**config.mk**
```make
export PLATFORM = sky130hd
export DESIGN_NAME = codel_overload_slougher
export DESIGN_NICKNAME = d
export VERILOG_FILES = /design/src/hw/rtl/codel_pkg.sv /design/src/hw/rtl/codel_ctrl.sv /design/src/hw/rtl/codel_dp.sv /design/src/hw/rtl/codel_overload_slougher.sv
export SDC_FILE = /design/constraint.sdc
export NUM_CORES = 2
export LEC_CHECK = 0
export BUFFER_PORTS_ARGS = -buffer_cell sky130_fd_sc_hd__buf_2
export CAP_MARGIN = 20
export CELL_PAD_IN_SITES_DETAIL_PLACEMENT = 1
export CELL_PAD_IN_SITES_GLOBAL_PLACEMENT = 1
export CORE_ASPECT_RATIO = 1.2
export CORE_MARGIN = 4
export CORE_UTILIZATION = 48
export CTS_CLUSTER_DIAMETER = 200
export CTS_CLUSTER_SIZE = 10
export DETAILED_ROUTE_END_ITERATION = 7
export GPL_TIMING_DRIVEN = 0
export PLACE_DENSITY = 0.82
export SLEW_MARGIN = 10
export SYNTH_ARGS = -nofsm -noshare
export SYNTH_HDL_FRONTEND = slang
export SYNTH_SLANG_ARGS = --single-unit
```
**constraint.sdc**
```tcl
create_clock -name aclk -period 6.6 [get_ports aclk]
set_input_delay 0.66 -clock aclk [delete_from_list [all_inputs] [get_ports aclk]]
set_output_delay 0.66 -clock aclk [all_outputs]
set_load 0.01 [all_outputs]
```
**src/hw/rtl/codel_pkg.sv**
```systemverilog
// Shared types and constants for the CoDel overload detector.
// No dependencies; imported by codel_ctrl, codel_dp and the top level.
package codel_pkg;

    localparam int CFG_W       = 40;               // target / interval register width
    localparam int CFG_IDX_W   = 1;
    localparam int NOW_W       = 63;
    localparam int DEADLINE_W  = 64;
    localparam int TWICE_W     = CFG_W + 1;        // twice the effective target
    localparam int LOAD_W      = 7;
    localparam int QUOT_STEPS  = 7;                // quotient bits, load is below 128
    localparam int STEP_W      = $clog2(QUOT_STEPS);
    localparam int NUM_W       = TWICE_W + LOAD_W; // min * 100 when min < twice

    localparam logic [CFG_IDX_W-1:0] REG_TARGET   = 1'b0;
    localparam logic [CFG_IDX_W-1:0] REG_INTERVAL = 1'b1;

    localparam logic [CFG_W-1:0]  TARGET_RESET   = 40'd5000000;
    localparam logic [CFG_W-1:0]  INTERVAL_RESET = 40'd100000000;
    localparam logic [LOAD_W-1:0] LOAD_SAT       = 7'd100;

    // controller -> datapath commands
    typedef struct packed {
        logic capture;   // latch input transaction
        logic update;    // interval / minimum / drop update
        logic prep;      // set up load quotient
        logic step;      // one quotient bit
    } codel_cmd_t;

endpackage

```
**src/hw/rtl/codel_ctrl.sv**
```systemverilog
// Controller FSM for the CoDel overload detector: handshakes and sequencing.
// Depends on codel_pkg; drives codel_dp through codel_cmd_t.
module codel_ctrl
    import codel_pkg::*;
(
    input  logic       aclk,
    input  logic       aresetn,
    input  logic       s_valid,
    output logic       s_ready,
    output logic       m_valid,
    input  logic       m_ready,
    output codel_cmd_t cmd
);

    typedef enum logic [2:0] {
        ST_IDLE,
        ST_UPDATE,
        ST_PREP,
        ST_DIVIDE,
        ST_DONE
    } state_t;

    state_t              state_reg, state_next;
    logic                s_ready_reg, s_ready_next;
    logic                m_valid_reg, m_valid_next;
    logic [STEP_W-1:0]   cnt_reg, cnt_next;

    always_comb begin
        state_next   = state_reg;
        s_ready_next = s_ready_reg;
        m_valid_next = m_valid_reg;
        cnt_next     = cnt_reg;
        unique case (state_reg)
            ST_IDLE: begin
                if (s_valid && s_ready_reg) begin
                    state_next   = ST_UPDATE;
                    s_ready_next = 1'b0;
                end
            end
            ST_UPDATE: begin
                state_next = ST_PREP;
            end
            ST_PREP: begin
                state_next = ST_DIVIDE;
                cnt_next   = STEP_W'(QUOT_STEPS - 1);
            end
            ST_DIVIDE: begin
                if (cnt_reg == '0) begin
                    state_next   = ST_DONE;
                    m_valid_next = 1'b1;
                end else begin
                    cnt_next = cnt_reg - 1'b1;
                end
            end
            ST_DONE: begin
                if (m_ready) begin
                    state_next   = ST_IDLE;
                    m_valid_next = 1'b0;
                    s_ready_next = 1'b1;
                end
            end
            default: begin
                state_next   = ST_IDLE;
                s_ready_next = 1'b1;
                m_valid_next = 1'b0;
            end
        endcase
    end

    always_ff @(posedge aclk) begin
        if (!aresetn) begin
            state_reg   <= ST_IDLE;
            s_ready_reg <= 1'b1;
            m_valid_reg <= 1'b0;
            cnt_reg     <= '0;
        end else begin
            state_reg   <= state_next;
            s_ready_reg <= s_ready_next;
            m_valid_reg <= m_valid_next;
            cnt_reg     <= cnt_next;
        end
    end

    assign s_ready     = s_ready_reg;
    assign m_valid     = m_valid_reg;
    assign cmd.capture = (state_reg == ST_IDLE) && s_valid && s_ready_reg;
    assign cmd.update  = (state_reg == ST_UPDATE);
    assign cmd.prep    = (state_reg == ST_PREP);
    assign cmd.step    = (state_reg == ST_DIVIDE);

    a_ready_idle: assert property (@(posedge aclk) disable iff (!aresetn)
        s_ready_reg == (state_reg == ST_IDLE))
        else $error("s_ready out of step with IDLE state");

    a_valid_done: assert property (@(posedge aclk) disable iff (!aresetn)
        m_valid_reg == (state_reg == ST_DONE))
        else $error("m_valid out of step with DONE state");

    a_div_len: assert property (@(posedge aclk) disable iff (!aresetn)
        cmd.prep |=> cmd.step ##(QUOT_STEPS - 1) cmd.step ##1 m_valid_reg)
        else $error("quotient loop length wrong");

endmodule

```
**src/hw/rtl/codel_dp.sv**
```systemverilog
// Datapath for the CoDel overload detector: config registers, interval state,
// drop decision and the bit-serial load quotient. Depends on codel_pkg.
module codel_dp
    import codel_pkg::*;
#(
    parameter int DELAY_BITS = 48
) (
    input  logic                  aclk,
    input  logic                  aresetn,
    input  codel_cmd_t            cmd,
    input  logic [DELAY_BITS-1:0] s_request_delay,
    input  logic [NOW_W-1:0]      s_now_ns,
    input  logic                  cfg_we,
    input  logic [CFG_IDX_W-1:0]  cfg_index,
    input  logic [CFG_W-1:0]      cfg_wdata,
    output logic                  m_drop,
    output logic [LOAD_W-1:0]     m_load_percent
);

    localparam int CMP_W = (DELAY_BITS > TWICE_W) ? DELAY_BITS : TWICE_W;

    logic [CFG_W-1:0]      target_reg, interval_reg;
    logic [DELAY_BITS-1:0] delay_reg;
    logic [NOW_W-1:0]      now_reg;
    logic [DELAY_BITS-1:0] min_delay_reg, min_delay_next;
    logic [DEADLINE_W-1:0] deadline_reg, deadline_next;
    logic                  pending_reg, pending_next;
    logic                  overloaded_reg, overloaded_next;
    logic                  drop_reg, drop_next;
    logic [TWICE_W-1:0]    twice_reg;
    logic                  sat_reg, sat_next;
    logic [NUM_W-1:0]      rem_reg, rem_next;
    logic [NUM_W-1:0]      div_reg, div_next;
    logic [LOAD_W-1:0]     quot_reg, quot_next;

    logic [CFG_W-1:0]      eff_target;
    logic [TWICE_W-1:0]    twice;
    logic                  rollover;
    logic [CMP_W-1:0]      delay_ext, min_ext, twice_ext, target_ext, twice_reg_ext;
    logic [TWICE_W-1:0]    min_low;
    logic [NUM_W-1:0]      min_wide;

    assign eff_target    = (target_reg < interval_reg) ? target_reg : interval_reg;
    assign twice         = {eff_target, 1'b0};
    assign delay_ext     = CMP_W'(delay_reg);
    assign min_ext       = CMP_W'(min_delay_reg);
    assign twice_ext     = CMP_W'(twice);
    assign twice_reg_ext = CMP_W'(twice_reg);
    assign target_ext    = CMP_W'(eff_target);
    assign rollover      = (DEADLINE_W'(now_reg) > deadline_reg) && !pending_reg;
    // below twice the target, the minimum fits the twice width
    assign min_low       = min_ext[TWICE_W-1:0];
    assign min_wide      = NUM_W'(min_low);

    always_comb begin
        min_delay_next  = min_delay_reg;
        deadline_next   = deadline_reg;
        pending_next    = pending_reg;
        overloaded_next = overloaded_reg;
        drop_next       = drop_reg;
        sat_next        = sat_reg;
        rem_next        = rem_reg;
        div_next        = div_reg;
        quot_next       = quot_reg;

        if (cmd.update) begin
            if (rollover) begin
                deadline_next   = DEADLINE_W'(now_reg) + DEADLINE_W'(interval_reg);
                overloaded_next = min_ext > target_ext;
            end
            if (pending_reg || rollover) begin
                pending_next   = 1'b0;
                min_delay_next = delay_reg;
                drop_next      = 1'b0;
            end else begin
                if (delay_reg < min_delay_reg) begin
                    min_delay_next = delay_reg;
                end
                drop_next = overloaded_reg && (delay_ext > twice_ext);
            end
        end

        if (cmd.prep) begin
            sat_next  = (twice_reg == '0) || (min_ext >= twice_reg_ext);
            // min * 100 = min*64 + min*32 + min*4
            rem_next  = (min_wide << 6) + (min_wide << 5) + (min_wide << 2);
            div_next  = NUM_W'(twice_reg) << (QUOT_STEPS - 1);
            quot_next = '0;
        end

        if (cmd.step) begin
            if (rem_reg >= div_reg) begin
                rem_next  = rem_reg - div_reg;
                quot_next = {quot_reg[LOAD_W-2:0], 1'b1};
            end else begin
                quot_next = {quot_reg[LOAD_W-2:0], 1'b0};
            end
            div_next = div_reg >> 1;
        end
    end

    always_ff @(posedge aclk) begin
        if (!aresetn) begin
            target_reg     <= TARGET_RESET;
            interval_reg   <= INTERVAL_RESET;
            min_delay_reg  <= '0;
            deadline_reg   <= '0;
            pending_reg    <= 1'b1;
            overloaded_reg <= 1'b0;
        end else begin
            if (cfg_we) begin
                if (cfg_index == REG_TARGET) begin
                    target_reg <= cfg_wdata;
                end
                if (cfg_index == REG_INTERVAL) begin
                    interval_reg <= cfg_wdata;
                end
            end
            min_delay_reg  <= min_delay_next;
            deadline_reg   <= deadline_next;
            pending_reg    <= pending_next;
            overloaded_reg <= overloaded_next;
        end
    end

    always_ff @(posedge aclk) begin
        if (cmd.capture) begin
            delay_reg <= s_request_delay;
            now_reg   <= s_now_ns;
        end
        if (cmd.update) begin
            twice_reg <= twice;
        end
        drop_reg <= drop_next;
        sat_reg  <= sat_next;
        rem_reg  <= rem_next;
        div_reg  <= div_next;
        quot_reg <= quot_next;
    end

    assign m_drop         = drop_reg;
    assign m_load_percent = sat_reg ? LOAD_SAT : quot_reg;

    a_pending_clear: assert property (@(posedge aclk) disable iff (!aresetn)
        cmd.update |=> !pending_reg)
        else $error("reset-pending flag not cleared by update");

    a_first_no_drop: assert property (@(posedge aclk) disable iff (!aresetn)
        cmd.update && (pending_reg || rollover) |=> !drop_reg)
        else $error("seeding request marked for drop");

    a_quot_range: assert property (@(posedge aclk) disable iff (!aresetn)
        cmd.step && !sat_reg |-> quot_reg < LOAD_SAT)
        else $error("load quotient out of range");

endmodule

```
**src/hw/rtl/codel_overload_slougher.sv**
```systemverilog
// Top level of the CoDel overload detector.
// Depends on codel_pkg, codel_ctrl and codel_dp.
//
// Usage:
//   Input channel s_*: one transaction per request, carrying its queueing
//   delay and the current time in ns. Result channel m_*: one transaction per
//   request, carrying the drop decision and the load percentage (0..100).
//   Config port: cfg_we with cfg_index (0 target, 1 interval) and cfg_wdata,
//   written while cfg_we is high; write only while no request is in flight.
// Sequencing:
//   after the input transaction the controller passes through UPDATE, PREP
//   and DIVIDE, where the bit-serial load quotient yields one bit per cycle,
//   and raises m_valid in DONE; s_ready returns in the cycle after the
//   result transaction. One request is in flight at a time.
// Reset and stall:
//   aresetn (synchronous, active low) restores default target and interval,
//   clears the minimum and deadline and arms the seeding of the next request.
//   A stalled receiver holds the result stable and keeps s_ready low.
module codel_overload_slougher
    import codel_pkg::*;
#(
    parameter int DELAY_BITS = 48
) (
    input  logic                  aclk,
    input  logic                  aresetn,
    input  logic                  s_valid,
    output logic                  s_ready,
    input  logic [DELAY_BITS-1:0] s_request_delay,
    input  logic [NOW_W-1:0]      s_now_ns,
    output logic                  m_valid,
    input  logic                  m_ready,
    output logic                  m_drop,
    output logic [LOAD_W-1:0]     m_load_percent,
    input  logic                  cfg_we,
    input  logic [CFG_IDX_W-1:0]  cfg_index,
    input  logic [CFG_W-1:0]      cfg_wdata
);

    codel_cmd_t cmd;

    codel_ctrl u_ctrl (
        .aclk    (aclk),
        .aresetn (aresetn),
        .s_valid (s_valid),
        .s_ready (s_ready),
        .m_valid (m_valid),
        .m_ready (m_ready),
        .cmd     (cmd)
    );

    codel_dp #(
        .DELAY_BITS (DELAY_BITS)
    ) u_dp (
        .aclk            (aclk),
        .aresetn         (aresetn),
        .cmd             (cmd),
        .s_request_delay (s_request_delay),
        .s_now_ns        (s_now_ns),
        .cfg_we          (cfg_we),
        .cfg_index       (cfg_index),
        .cfg_wdata       (cfg_wdata),
        .m_drop          (m_drop),
        .m_load_percent  (m_load_percent)
    );

endmodule
```
Word-level counts from Yosys, hierarchy flattened
Index checks and enable logic that the tools add are counted.
W data, S select, Z words.
{ "totals": {"register_bits": 457, "elab_cells": 90, "out_inout_bits": 10, "inputBits": 157} }
{ "classes": {"bitwise": 3, "n_lt_le_gt_ge": 7, "eq_ne": 8, "muxes": 24, "reduce_logical": 24, "add_sub_neg": 5} }
{ "ops": {"columns": ["cell", "n"], "rows": [
  ["$mux W48", 5],
  ["$add A63 B40 Y64", 1],
  ["$gt A63 B64 Y1", 1],
  ["$add A47 B46 Y48", 1],
  ["$add A48 B43 Y48", 1],
  ["$ge A48 B41 Y1", 1],
  ["$ge A48 B47 Y1", 1],
  ["$gt A48 B40 Y1", 1],
  ["$gt A48 B41 Y1", 1],
  ["$lt A48 B48 Y1", 1],
  ["$sub A48 B47 Y48", 1],
  ["$mux W47", 1],
  ["$mux W46", 1],
  ["$logic_not A41 Y1", 1],
  ["$lt A40 B40 Y1", 1],
  ["$mux W40", 1],
  ["$mux W7", 3],
  ["$pmux W3 S5", 1],
  ["$mux W3", 4],
  ["$reduce_and A2 Y1", 6],
  ["$reduce_and A3 Y1", 3],
  ["$eq A3 B2 Y1 const B", 2],
  ["$logic_not A3 Y1", 2],
  ["$pmux W1 S3", 2],
  ["13 further kinds", 28]
]} }

Logic depth before layout (Yosys ltp)
{ "depth": {"word_depth": 5, "ltp_mapped": 23, "ltp_nobuf": 21} }

Modules after synthesis
From an unflattened synthesis, not the netlist that was laid out.
{ "hier_totals": {"cells_unflattened": 3547, "area_unflattened_um2": 31387.6} }
{ "modules_own_cells": {"columns": ["mod", "cells_each", "area_per_inst_um2", "instances", "seq_area_each_um2"], "rows": [
  ["codel_dp", 3494, 30935.9, 1, 11060.6],
  ["codel_ctrl", 53, 451.7, 1, 160.2]
]} }

Worst setup path before layout
OpenSTA, ideal clock, no wires.
{ "synth_path": {"path_type": "input -> register", "from": "in s_valid", "to": "reg u_dp.delay_reg[0], in the netlist u_dp.delay_ext[0] (enable)", "t_arrival_ns": 5.354, "slack_ns": 0.664, "setup_ns": 0.582, "stages": 2, "n_path_buf": 0, "required_time_ns": 6.018, "path_cell_list": "nand3_1 -> nor2_1"} }
{ "synth_lines": {"columns": ["item", "line_no", "text"], "rows": [
  ["from (decl)", "codel_overload_slougher.sv:26", "input logic s_valid,"],
  ["to (signal assigned)", "codel_dp.sv:128", "delay_reg <= s_request_delay;"],
  ["to (decl)", "codel_dp.sv:23", "logic [DELAY_BITS-1:0] delay_reg;"]
]} }

Worst setup path in the final report
{ "layout_path": {"from": "reg u_dp.interval_reg[22]", "to": "reg u_dp.overloaded_reg"} }
{ "layout_via": {"elab_chain_cells": 3} }
{ "layout_rtl": {"columns": ["item", "line_no", "text"], "rows": [
  ["from (decl)", "codel_dp.sv:22", "logic [CFG_W-1:0] target_reg, interval_reg;"],
  ["from (signal assigned)", "codel_dp.sv:116", "interval_reg <= cfg_wdata;"],
  ["$lt A40 B40 Y1", "codel_dp.sv:43", "assign eff_target = (target_reg < interval_reg) ? target_reg : interval_reg;"],
  ["$mux W40 (*)", "codel_dp.sv:43", null],
  ["$gt A48 B40 Y1 (*)", "codel_dp.sv:69", "overloaded_next = min_ext > target_ext;"],
  ["to (signal assigned)", "codel_dp.sv:122", "overloaded_reg <= overloaded_next;"],
  ["to (decl)", "codel_dp.sv:28", "logic overloaded_reg, overloaded_next;"]
]} }
Mark *: on every way between the ends. The rest lies on a longest branch, timed or not.
A chain may end at the register's enable or synchronous reset.

==> flow_summary_export.csv <==
group,metric,value,unit
timing,slew_headroom,24.33,%
die,dieArea,69550,µm²
cts,post_cts_buffers,0,
finish,drive_gt1_share,8.114,%
die,io-pin-count,167,
placement,dpl.hpwl,83940,µm
setup_path,path_class,"flip-flop to flip-flop",
cts,ctsResizeCount,3,
setup_path,crit_fanout,10,
timing,fin_skew,0.02070,ns
logic_synthesis,ys.flop_type,"dfxtp_1",
timing,final.period_utilization,94.77,%
logic_synthesis,synth_common_cells,"nand2_1 (437), ha_1 (400), a21oi_1 (333), inv_1 (333), dfxtp_1 (250)",
logic_synthesis,ys_ff_latch,457,
logic_synthesis,synth-edff-count,207,
finish,largest_reg_flops,64,
cts,cts_buffers,51,
cts,path_clk_slew,0.06,ns
global_routing,grt.total_usage,30.02,%
timing,fmax,0.1599,GHz
die,die_y,288.1,µm
cts,cts_sinks,457,
logic_synthesis,yosysMostFrequentCell,"nand2_1",
drt,drt_wl_total,105700,µm
die,rows,102,
timing,drv_slew,0,
logic_synthesis,netlist_instances,3545,
logic_synthesis,yosys.area.top_type,"edfxtp_1",
die,die_w,241.4,µm
finish,diodes,0,
setup_path,worst_setup_path_start_kind,"flip-flop",
finish,nFillCells,7715,
timing,hold_violations,0,
pwr,ir_worst_vdd,213.7,µV
finish,nets,4367,
timing,period_needed,6.255,ns
logic_synthesis,netlist.area_leader.share,19.81,%
logic_synthesis,netlist_top_cells_area,"edfxtp_1 (20%), dfxtp_1 (16%), ha_1 (16%)",
timing,whs,0.2310,ns
timing,fin_ws,0.3453,ns
logic_synthesis,synth_nets,4142,
finish,fin_util,53.89,%
drt,detail-route-antenna-nets,0,
cts,hold_buffers,0,
drt,post_drt_via_cell_ratio,5.981,
pwr,p_leak,14.91,nW
global_routing,grt_pass1_wl,164400,µm
logic_synthesis,yosysWarnings,0,
global_routing,grt_max_degree,35,
global_routing,grt-ovfl-total,0,
logic_synthesis,avgSynthCellArea,8.853,µm²
finish,area_growth_syn_to_layout,11.12,%
logic_synthesis,async_flop_share,0,%
setup_path,required,7.07,ns
timing,rsz0062_at_grt,"false",
placement,place_congestion,0.9256,
setup_path,end_kind,"flip-flop",
logic_synthesis,synth_area,31380,µm²
die,core,64700,µm²
cts,cts_max_level,2,
logic_synthesis,synth.distinct_cells,82,
cts,cts_root_buffer,"clkbuf_16",
cts,cts_buffer_depth,3,
global_routing,grt_pass1_vias,29960,
min_path,hold_path.class,"input port to flip-flop",
timing,setup_violations,0,
drt,drt_iter0_drc,1390,
timing,tightest_slew,1.135,ns
drt,route.detailed.drc,0,
drt,vias,27754,
logic_synthesis,ys_seq_area_share,35.75,%
outcome,status,"completed",
drt,firstDrtPassIters,5,
pwr,p_per_area,293.4,nW/µm²
placement,pre_cts_ws,-0.2612,ns
global_routing,antenna_found_initial,1,
die,start_util,48.50,%
setup_path,crit_arrival,6.73,ns
placement,port_buffers,166,
cts,cts_tree,"yes",
drt,post_drt_wl_per_cell,22.77,µm
cts,insertion_delay,0.61,ns
run,max_cap_violations,0,
-- critical path, cell delays in order (launching register included) --
cell	delay [ns]
dfxtp_1	0.42
inv_1	0.10
ha_1	0.33
nand4_1	0.20
nor4_2	0.44
o211ai_1	0.23
a31oi_1	0.20
or2_1	0.13
clkbuf_1	0.29
clkbuf_2	0.42
buf_2	0.43
mux2i_1	0.55
ha_1	0.34
nand4_1	0.11
or2_2	0.15
nor3_1	0.06
a2111oi_1	0.77
a2111oi_0	0.16
or3_1	0.44
a211oi_1	0.21
o21ai_0	0.13
-- metrics by stage --
stage / instances / total power [mW] / area, µm² / setup TNS [ns]
after floorplan: 3545 / 6.383 / 31380 / 0
after global placement: 4543 / 7.370 / 33250 / -188.48
after detailed placement: 4548 / 7.525 / 33370 / -0.3282
after CTS: 4639 / 10.22 / 34850 / 0
after global routing: 4640 / 10.86 / 34870 / 0
final: 4640 / 10.23 / 34870 / 0
-- final cells by class --
type / count / area [µm²] / area share (%)
buffer: 131 / 548.0 / 1.572
clock buffer: 90 / 1465 / 4.202
clock inverter: 1 / 5.005 / 0.01435
inverter: 334 / 1254 / 3.595
multi-input combinational: 2623 / 18400 / 52.76
sequential: 457 / 11220 / 32.18
tap: 832 / 1041 / 2.985
timing repair buffer: 172 / 938.4 / 2.691
-- kinds of logic after synthesis --
kind of cell | synth area share (%)
compound gates | 20.29
xor+xnor | 3.321
fa+ha+maj | 18.50
buf+inv | 5.729
flops | 35.75
mux | 1.407
simple gates | 14.99
-- path summary, 6_finish.rpt --
kind | from | end | depth (start not counted) | slack (ns)
worst max register to register | u_dp.interval_reg[22] | u_dp.overloaded_reg | 20 | 0.35
worst min register to register | u_dp.deadline_reg[10] | u_dp.deadline_reg[10] | 2 | 0.45
worst min-delay path | s_request_delay[15] | u_dp.delay_ext[15] | 1 | 0.23
worst max-delay path | u_dp.interval_reg[22] | u_dp.overloaded_reg | 20 | 0.35
-- layer usage --
layer / global-route usage [%] / vias to the layer above / part of all wire (%) / routed length [µm]
met5: 0 / - / 0 / 0
met4: 15.61 / 0 / 6.1 / 6431
met3: 3.143 / 276 / 3.5 / 3689
met2: 55.23 / 659 / 51 / 53990
met1: 34.07 / 13626 / 39 / 41570
li1: - / 13193 / - / -
-- where the power goes --
group | switching (mW) | internal (mW)
Clock | 1.17 | 1.49
Combinational | 2.33 | 1.50
Sequential | 0.348 | 3.39
-- layout by cell type, fill, tap and decap left out, types with 12 or more instances in the layout --
master,n
fa_1,40
nor2b_1,36
o21ai_1,24
clkbuf_1,134
nor3_1,44
o31ai_1,12
edfxtp_1,207
a21oi_2,20
or3_1,14
o21bai_1,18
nor2_1,142
o21ai_0,228
nor4_1,27
buf_2,181
xor2_1,42
xnor2_1,77
a211oi_1,36
a2111oi_0,15
inv_1,333
o21a_1,39
a21oi_1,333
nand2b_1,26
nand3_1,103
ha_1,400
and2_1,19
and3_1,30
a31oi_1,30
o211ai_1,38
nand2_1,437
dfxtp_1,250
nand4_1,67
mux2i_1,36
a21o_1,133
clkbuf_16,53
(Power assumes the default switching activity.)
